## src/rtl/arpc_pkg.sv

```systemverilog
// ----------------------------------------------------------------------------
// ARP cache package
// Table size, operation and opcode codes, and the entry and result types
// used by the cache engine; its storage takes only the entry width.
// ----------------------------------------------------------------------------
package arpc_pkg;

  // Number of IP to MAC bindings held in the table (2 to 256).
  localparam int TABLE_ENTRIES = 16;
  localparam int ADDR_W        = $clog2(TABLE_ENTRIES);

  // Operation codes of an input item.
  localparam logic [2:0] OP_LOOKUP  = 3'd0;
  localparam logic [2:0] OP_LEARN   = 3'd1;
  localparam logic [2:0] OP_RECEIVE = 3'd2;
  localparam logic [2:0] OP_READ    = 3'd3;
  localparam logic [2:0] OP_TICK    = 3'd4;

  // ARP packet operations.
  localparam logic [15:0] ARP_OP_REQUEST = 16'd1;
  localparam logic [15:0] ARP_OP_REPLY   = 16'd2;

  // One stored binding.
  typedef struct packed {
    logic [31:0] ip;
    logic [47:0] mac;
    logic [31:0] stamp;
  } entry_t;

  localparam int ENTRY_W = $bits(entry_t);

  // One result item.
  typedef struct packed {
    logic        hit;
    logic [47:0] mac;
    logic [31:0] ip;
    logic        valid;
    logic        index_error;
    logic        reply_needed;
    logic        notify_resolved;
  } result_t;

endpackage

```

## src/rtl/arpc_ram.sv

```systemverilog
// ----------------------------------------------------------------------------
// Generic simple dual-port RAM
// One write port and one read port; the read data is registered, so it
// appears in the cycle after the read address.
// ----------------------------------------------------------------------------
module arpc_ram #(
  parameter int WIDTH = 8,
  parameter int DEPTH = 16
) (
  input  logic                     clk,
  input  logic                     wr_en,
  input  logic [$clog2(DEPTH)-1:0] wr_addr,
  input  logic [WIDTH-1:0]         wr_data,
  input  logic                     rd_en,
  input  logic [$clog2(DEPTH)-1:0] rd_addr,
  output logic [WIDTH-1:0]         rd_data
);

  logic [WIDTH-1:0] mem [DEPTH];

  // Write port and registered read port.
  always_ff @(posedge clk) begin
    if (wr_en) begin
      mem[wr_addr] <= wr_data;
    end
    if (rd_en) begin
      rd_data <= mem[rd_addr];
    end
  end

endmodule

```

## src/rtl/arp_cache_engine.sv

```systemverilog
// ----------------------------------------------------------------------------
// ARP cache engine
// IP to MAC binding table with learn timestamps and oldest-entry replacement.
// ----------------------------------------------------------------------------
// The bindings live in one RAM with a single read port, and a lookup, learn
// or received packet scans every slot through that port, one slot a cycle,
// finding the matching IP, the first free slot and the oldest slot in the
// same pass. Such an item then passes through the drain, write and done
// states, and its result is offered once the output register is free; the
// next item can be accepted in the same cycle as that result is offered. A
// read by index passes through the read-wait and done states, and a tick,
// an out-of-range read, an ignored opcode or an unused operation goes
// straight to the done state. One item is worked on at a time, and the next
// item is accepted while the previous result still waits in the output
// register. Valid bits are held in flip-flops and are cleared by reset, so
// no clearing pass is needed; a slot that was never filled reads as zero.
module arp_cache_engine (
  input  logic        clk,
  input  logic        rst,
  // Configuration write channel.
  input  logic        cfg_valid,
  output logic        cfg_ready,
  input  logic [31:0] cfg_data,
  // Input item channel.
  input  logic        req_valid,
  output logic        req_ready,
  input  logic [2:0]  operation,
  input  logic [31:0] ip_addr,
  input  logic [47:0] mac_addr,
  input  logic [31:0] target_ip,
  input  logic [15:0] arp_opcode,
  input  logic [7:0]  entry_index,
  // Result item channel.
  output logic        res_valid,
  input  logic        res_ready,
  output logic        hit,
  output logic [47:0] out_mac,
  output logic [31:0] out_ip,
  output logic        out_valid,
  output logic        index_error,
  output logic        reply_needed,
  output logic        notify_resolved
);

  localparam int AW = arpc_pkg::ADDR_W;
  localparam int N  = arpc_pkg::TABLE_ENTRIES;

  // Sequencer states.
  localparam logic [2:0] S_IDLE   = 3'd0;
  localparam logic [2:0] S_SCAN   = 3'd1;
  localparam logic [2:0] S_DRAIN  = 3'd2;
  localparam logic [2:0] S_WRITE  = 3'd3;
  localparam logic [2:0] S_RDWAIT = 3'd4;
  localparam logic [2:0] S_DONE   = 3'd5;

  logic [2:0]  state;
  logic [2:0]  state_next;

  // Configuration and time.
  logic [31:0] own_ip;
  logic [31:0] tick_now;

  // Latched item.
  logic [2:0]  op_q;
  logic [31:0] ip_q;
  logic [47:0] mac_q;
  logic [31:0] tip_q;
  logic [15:0] opcode_q;
  logic [AW-1:0] idx_q;

  // Scan bookkeeping.
  logic [AW-1:0] scan_addr;
  logic          chk_vld;
  logic [AW-1:0] chk_idx;
  logic          found;
  logic [AW-1:0] match_idx;
  logic [47:0]   match_mac;
  logic          free_found;
  logic [AW-1:0] free_idx;
  logic          old_any;
  logic [AW-1:0] old_idx;
  logic [31:0]   old_stamp;

  logic [N-1:0]  valid;

  // RAM ports.
  logic                   rd_en;
  logic [AW-1:0]          rd_addr;
  arpc_pkg::entry_t       rd_entry;
  logic                   wr_en;
  logic [AW-1:0]          wr_addr;
  arpc_pkg::entry_t       wr_entry;

  // Result staging and output register.
  arpc_pkg::result_t fin;
  arpc_pkg::result_t fin_next;
  arpc_pkg::result_t res;

  logic req_fire;
  logic idx_ok;
  logic is_arp;
  logic reply_hit;
  logic out_free;

  assign req_ready = (state == S_IDLE);
  assign cfg_ready = 1'b1;
  assign req_fire  = req_valid && req_ready;
  assign idx_ok    = ({1'b0, entry_index} < 9'(N));
  assign is_arp    = (arp_opcode == arpc_pkg::ARP_OP_REQUEST) ||
                     (arp_opcode == arpc_pkg::ARP_OP_REPLY);
  assign reply_hit = (opcode_q == arpc_pkg::ARP_OP_REQUEST) && (tip_q == own_ip);
  assign out_free  = !res_valid || res_ready;

  // Table storage.
  arpc_ram #(
    .WIDTH (arpc_pkg::ENTRY_W),
    .DEPTH (N)
  ) u_table (
    .clk     (clk),
    .wr_en   (wr_en),
    .wr_addr (wr_addr),
    .wr_data (wr_entry),
    .rd_en   (rd_en),
    .rd_addr (rd_addr),
    .rd_data (rd_entry)
  );

  // RAM access: scan reads, the indexed read, and the write-back.
  always_comb begin
    rd_en   = (state == S_SCAN) ||
              (req_fire && (operation == arpc_pkg::OP_READ) && idx_ok);
    rd_addr = (state == S_SCAN) ? scan_addr : entry_index[AW-1:0];
    wr_en   = (state == S_WRITE) && (op_q != arpc_pkg::OP_LOOKUP);
    if (found) begin
      wr_addr = match_idx;
    end else if (free_found) begin
      wr_addr = free_idx;
    end else begin
      wr_addr = old_idx;
    end
    wr_entry.ip    = ip_q;
    wr_entry.mac   = mac_q;
    wr_entry.stamp = tick_now;
  end

  // Next state and the result of finishing states.
  always_comb begin
    state_next = state;
    fin_next   = '0;
    unique case (state)
      S_IDLE: begin
        if (req_fire) begin
          case (operation)
            arpc_pkg::OP_LOOKUP, arpc_pkg::OP_LEARN: state_next = S_SCAN;
            arpc_pkg::OP_RECEIVE: state_next = is_arp ? S_SCAN : S_DONE;
            arpc_pkg::OP_READ: begin
              fin_next.index_error = !idx_ok;
              state_next = idx_ok ? S_RDWAIT : S_DONE;
            end
            default: state_next = S_DONE;
          endcase
        end
      end
      S_SCAN: begin
        if (scan_addr == AW'(N - 1)) begin
          state_next = S_DRAIN;
        end
      end
      S_DRAIN: state_next = S_WRITE;
      S_WRITE: begin
        state_next = S_DONE;
        case (op_q)
          arpc_pkg::OP_LOOKUP: begin
            fin_next.hit = found;
            fin_next.mac = found ? match_mac : 48'd0;
          end
          arpc_pkg::OP_LEARN: begin
            fin_next.notify_resolved = !found;
            fin_next.ip              = found ? 32'd0 : ip_q;
          end
          default: begin
            fin_next.reply_needed    = reply_hit;
            fin_next.notify_resolved = !found;
            fin_next.ip              = (reply_hit || !found) ? ip_q : 32'd0;
            fin_next.mac             = reply_hit ? mac_q : 48'd0;
          end
        endcase
      end
      S_RDWAIT: begin
        state_next     = S_DONE;
        fin_next.valid = valid[idx_q];
        fin_next.mac   = valid[idx_q] ? rd_entry.mac : 48'd0;
        fin_next.ip    = valid[idx_q] ? rd_entry.ip : 32'd0;
      end
      S_DONE: begin
        if (out_free) begin
          state_next = S_IDLE;
        end
      end
      default: state_next = S_IDLE;
    endcase
  end

  // Control registers.
  always_ff @(posedge clk) begin
    if (rst) begin
      state     <= S_IDLE;
      own_ip    <= 32'd0;
      tick_now  <= 32'd0;
      valid     <= '0;
      chk_vld   <= 1'b0;
      res_valid <= 1'b0;
      scan_addr <= '0;
    end else begin
      state   <= state_next;
      chk_vld <= (state == S_SCAN);
      if (cfg_valid && cfg_ready) begin
        own_ip <= cfg_data;
      end
      if (req_fire && (operation == arpc_pkg::OP_TICK)) begin
        tick_now <= tick_now + 32'd1;
      end
      if (state == S_SCAN) begin
        scan_addr <= scan_addr + AW'(1);
      end else begin
        scan_addr <= '0;
      end
      if (wr_en && !found) begin
        valid[wr_addr] <= 1'b1;
      end
      if (state == S_DONE && out_free) begin
        res_valid <= 1'b1;
      end else if (res_ready) begin
        res_valid <= 1'b0;
      end
    end
  end

  // Item fields, scan results and result payload.
  always_ff @(posedge clk) begin
    if (req_fire) begin
      op_q       <= operation;
      ip_q       <= ip_addr;
      mac_q      <= mac_addr;
      tip_q      <= target_ip;
      opcode_q   <= arp_opcode;
      idx_q      <= entry_index[AW-1:0];
      found      <= 1'b0;
      free_found <= 1'b0;
      old_any    <= 1'b0;
    end
    if (state == S_SCAN) begin
      chk_idx <= scan_addr;
    end
    // Check the slot whose data arrived this cycle.
    if (chk_vld) begin
      if (valid[chk_idx]) begin
        if (!found && rd_entry.ip == ip_q) begin
          found     <= 1'b1;
          match_idx <= chk_idx;
          match_mac <= rd_entry.mac;
        end
        if (!old_any || rd_entry.stamp < old_stamp) begin
          old_any   <= 1'b1;
          old_idx   <= chk_idx;
          old_stamp <= rd_entry.stamp;
        end
      end else if (!free_found) begin
        free_found <= 1'b1;
        free_idx   <= chk_idx;
      end
    end
    if (state != S_DONE) begin
      fin <= fin_next;
    end
    if (state == S_DONE && out_free) begin
      res <= fin;
    end
  end

  assign hit             = res.hit;
  assign out_mac         = res.mac;
  assign out_ip          = res.ip;
  assign out_valid       = res.valid;
  assign index_error     = res.index_error;
  assign reply_needed    = res.reply_needed;
  assign notify_resolved = res.notify_resolved;

  // Replacement of an old entry only happens when the table is full.
  a_full_on_replace: assert property (@(posedge clk) disable iff (rst)
    (wr_en && !found && !free_found) |-> (&valid))
    else $error("oldest entry replaced while a free slot exists");

  // Valid bits are never lost once set.
  a_valid_grows: assert property (@(posedge clk) disable iff (rst)
    1'b1 |=> ($countones(valid) >= $countones($past(valid))))
    else $error("valid bit cleared outside reset");

  // No scan data is still in flight when a new item may be accepted.
  a_idle_no_scan: assert property (@(posedge clk) disable iff (rst)
    req_ready |-> !chk_vld)
    else $error("new item accepted during a table scan");

  // An out-of-range read carries no other result.
  a_index_error_alone: assert property (@(posedge clk) disable iff (rst)
    (res_valid && res.index_error) |-> (!res.hit && !res.valid &&
      !res.notify_resolved && !res.reply_needed))
    else $error("index error combined with other result flags");

endmodule
```

## config.mk

```make
export PLATFORM = sky130hd
export DESIGN_NAME = arp_cache_engine
export DESIGN_NICKNAME = d
export VERILOG_FILES = /design/src/rtl/arpc_pkg.sv /design/src/rtl/arpc_ram.sv /design/src/rtl/arp_cache_engine.sv
export SDC_FILE = /design/constraint.sdc
export NUM_CORES = 2
export LEC_CHECK = 0
export ABC_CLOCK_PERIOD_IN_PS = 8850
export BUFFER_PORTS_ARGS = -buffer_cell sky130_fd_sc_hd__buf_2
export CAP_MARGIN = 20
export CORE_ASPECT_RATIO = 1.25
export CORE_MARGIN = 5
export CORE_UTILIZATION = 55
export DETAILED_ROUTE_END_ITERATION = 16
export PLACE_DENSITY_LB_ADDON = 0.1
export SLEW_MARGIN = 25
export SYNTH_ARGS = -nofsm -noshare
export SYNTH_HDL_FRONTEND = slang
export SYNTH_SLANG_ARGS = --single-unit
```

## constraint.sdc

```tcl
create_clock -name clk -period 8.85 [get_ports clk]
set_input_delay 2.655 -clock clk [delete_from_list [all_inputs] [get_ports clk]]
set_output_delay 2.655 -clock clk [all_outputs]
set_load 0.01 [all_outputs]
```

==> metrics.log <==
INFO  metric run_status = finished, final reports clean
INFO  metric layout-area-overhead-vs-synth = 11.4%
INFO  metric routed_via_density = 5.99
INFO  metric power.static_leakage = 36.7 nW
INFO  metric critical_path_class = input port to flop
INFO  metric fin_crit_sh = 51.3%
INFO  metric initial_utilization = 55.2%
INFO  metric synth.most_common_cell = edfxtp_1
INFO  metric synth_async_reset_ratio = 0%
INFO  metric cts.reportedPaths.clkPinSlew = 60 ps
INFO  metric gr-usage-all-layers = 25.7%
INFO  metric dieWidth = 377 microns
INFO  metric post_route_cells_drive_above_1_share = 10.4%
INFO  metric pin_count = 264
INFO  metric mappedNetlistNets = 6,527
INFO  metric worst_pin_slew = 1070 ps
INFO  metric place_hpwl = 108,000 microns
INFO  metric critical_path_required = 9320 ps
INFO  metric drt_pass1_iterations = 6
INFO  metric timing.final.crit_period = 4540 ps
INFO  metric first_iter_violations = 5,544
INFO  metric seqCellArea = 71,100 sq um
INFO  metric core_ar = 167,000 sq um
INFO  metric avgSynthCellArea = 14.6 sq um
INFO  metric gp_congestion = 0.764
INFO  metric clock_sink_count = 2,397
INFO  metric cts_root_buf = clkbuf_16
INFO  metric power.ir.vdd_worst = 0.299 mV
INFO  metric route.vias.total = 53.5k
INFO  metric multi_input_area = 19,600 sq um
INFO  metric die_area = 176,000 sq um
INFO  metric nNetsFinal = 6,750
INFO  metric rsz0062_at_grt = false
INFO  metric grt_pass1_vias = 52.9k
INFO  metric synth_edf_count = 2,305
INFO  metric holdBufCountCts = 0
INFO  metric grt_antenna_before_repair = 13
INFO  metric max_slew_violations = 0
INFO  metric ys_dominant_reg_cell = edfxtp_1
INFO  metric synth.ff_latch_count = 2,397
INFO  metric syn-instance-count = 6,318
INFO  metric number_of_fill_cells_in_the_layout = 12.6k
INFO  metric grt_first_pass_wirelength = 337,000 microns
INFO  metric hold_viol = 0
INFO  metric synth_seq_area_share = 76.9%
INFO  metric start_kind = input port
INFO  metric drt-wirelength-per-cell = 25.6 microns
INFO  metric setup_viol = 0
INFO  metric tritoncts = built
INFO  metric floorplan.die.height = 468 microns
INFO  metric postCtsResizedCells = 0
INFO  metric timing.critical_path.arrival = 5010 ps
INFO  metric clock_tree.buffer_depth = 3
INFO  metric syn-cell-area = 92,400 sq um
INFO  metric timing.critical_path.fanout_max = 51
INFO  metric route.detailed.drc = 0
INFO  metric finalSetupTns = 0 ps
INFO  metric synthDominantAreaCellType = edfxtp_1
INFO  metric slew_headroom = 28.1%
INFO  metric achievable-frequency = 0.220 GHz
INFO  metric cts_buffers = 225
INFO  metric buffer_ports.inserted = 262
INFO  metric detail-route-antenna-nets = 0
INFO  metric setup.worst_path.end_class = flop
INFO  metric synth_top_cells_by_count = edfxtp_1 (2,305), nand2_1 (1,703), nand3_1 (696)
INFO  metric power_density = 278 nW/um^2
INFO  metric worst_skew_pair.late_latency = 850 ps
INFO  metric maxCapViolations = 0
INFO  metric dpl-instance-area = 95,900 sq um
INFO  metric totalWireLength = 228,000 microns
INFO  metric layout.cells.non_filler = 8,938
INFO  metric cts.htree.levels = 4
INFO  metric yosys-top-cells-area = edfxtp_1 (75%), nand2_1 (6.9%), mux2i_1 (4.0%)
INFO  metric design_area = 103,000 sq um
INFO  metric min_path_type = flop to flop
INFO  metric yosysWarningCount = 0
INFO  metric pin_count_of_the_biggest_net_entering_global_routing = 195
INFO  metric gr-total-overflow = 0
INFO  metric placedCellCount = 8,521
INFO  metric floorplan.rows = 168
INFO  metric finalClockSkew = 28.0 ps
INFO  metric number_of_distinct_library_cell_variants_in_the_gate_level_netlist_after_synthesis = 65
INFO  metric synthDominantCellAreaShare = 74.9%
INFO  metric cts.repair_timing.setup_buffer_count = 0
-- through the flow --
step                      total power [mW]  hold WS, ps  util, %  worst slack (ps)
after global placement                19.6          400     57.3              3450
final                                 28.6          415     61.5              4310
after detailed placement              19.8          405     57.3              3380
after CTS                             28.8          413     61.4              4330
after floorplan                       18.0          400        -               909
after global routing                  29.8          424     61.5              4200
-- critical path, cell delays in order --
cell and delay, ps:
buf_2 90, or4b_4 570, clkinvlp_4 110, buf_4 670, buf_4 760
-- state kept, by name, indices dropped and copies added (netlist names), 48 cells and up --
register,flops
out_mac,48
match_mac,48
fin,85
mac_q,48
u_table.rd_data,112
u_table.mem,1792
-- per-layer routing --
metal / GRT usage, % / share of wire, %
met2: 42.2 / 48
met5: 0 / 0.020
met4: 6.20 / 2.0
met3: 4.84 / 8.3
met1: 36.1 / 41
-- cells in the final DEF (no fill, tap or decap), drive strengths merged, types with 92 or more instances in the layout --
cell type  instances
clkinv           108
nand3            696
dfxtp             92
buf              353
clkbuf           284
nor2             112
o221ai           113
a32oi            112
mux2i            375
edfxtp          2305
nand2           1703
-- cell families after synthesis --
| logic type | after synthesis | share of synthesized area (%) |
|---|---|---|
| compound gates | 369 | 3.28 |
| xor+xnor | 97 | 0.920 |
| fa+ha+maj | 33 | 0.447 |
| buf+inv | 416 | 2.09 |
| flops | 2397 | 76.9 |
| mux | 389 | 4.39 |
| other cells | 1 | 0.00406 |
| simple gates | 2616 | 11.9 |
-- final cells by class --
cell class / instances / share of cell area (%)
Timing Repair Buffer: 353 / 2.28
Clock buffer: 284 / 5.77
Antenna cell: 2 / 0.00486
Inverter: 59 / 0.219
Clock inverter: 128 / 0.907
Tap cell: 2210 / 2.69
Sequential cell: 2397 / 69.1
Multi-Input combinational cell: 3505 / 19.1
-- path summary, 6_finish.rpt --
kind	cells past startpoint	start	end	slack, ps
min reg2reg	0	fin[36]$_DFFE_PN_	out_mac[0]$_DFFE_PP_	420
max	5	req_valid	ip_q[20]$_DFFE_PP_	4310
max reg2reg	7	found$_DFF_P_	u_table.mem[13][86]$_DFFE_PP_	4510
min	0	fin[36]$_DFFE_PN_	out_mac[0]$_DFFE_PP_	420
-- power breakdown --
group / switching [mW] / internal (mW) / leakage (nW) / total (mW)
Sequential: 0.667 / 13.6 / 21.3 / 14.3
Combinational: 3.60 / 1.64 / 12.0 / 5.25
Clock: 4.05 / 5.04 / 3.35 / 9.09
Total: 8.32 / 20.3 / 36.7 / 28.6
No activity file was read; power rests on OpenSTA's default activity.
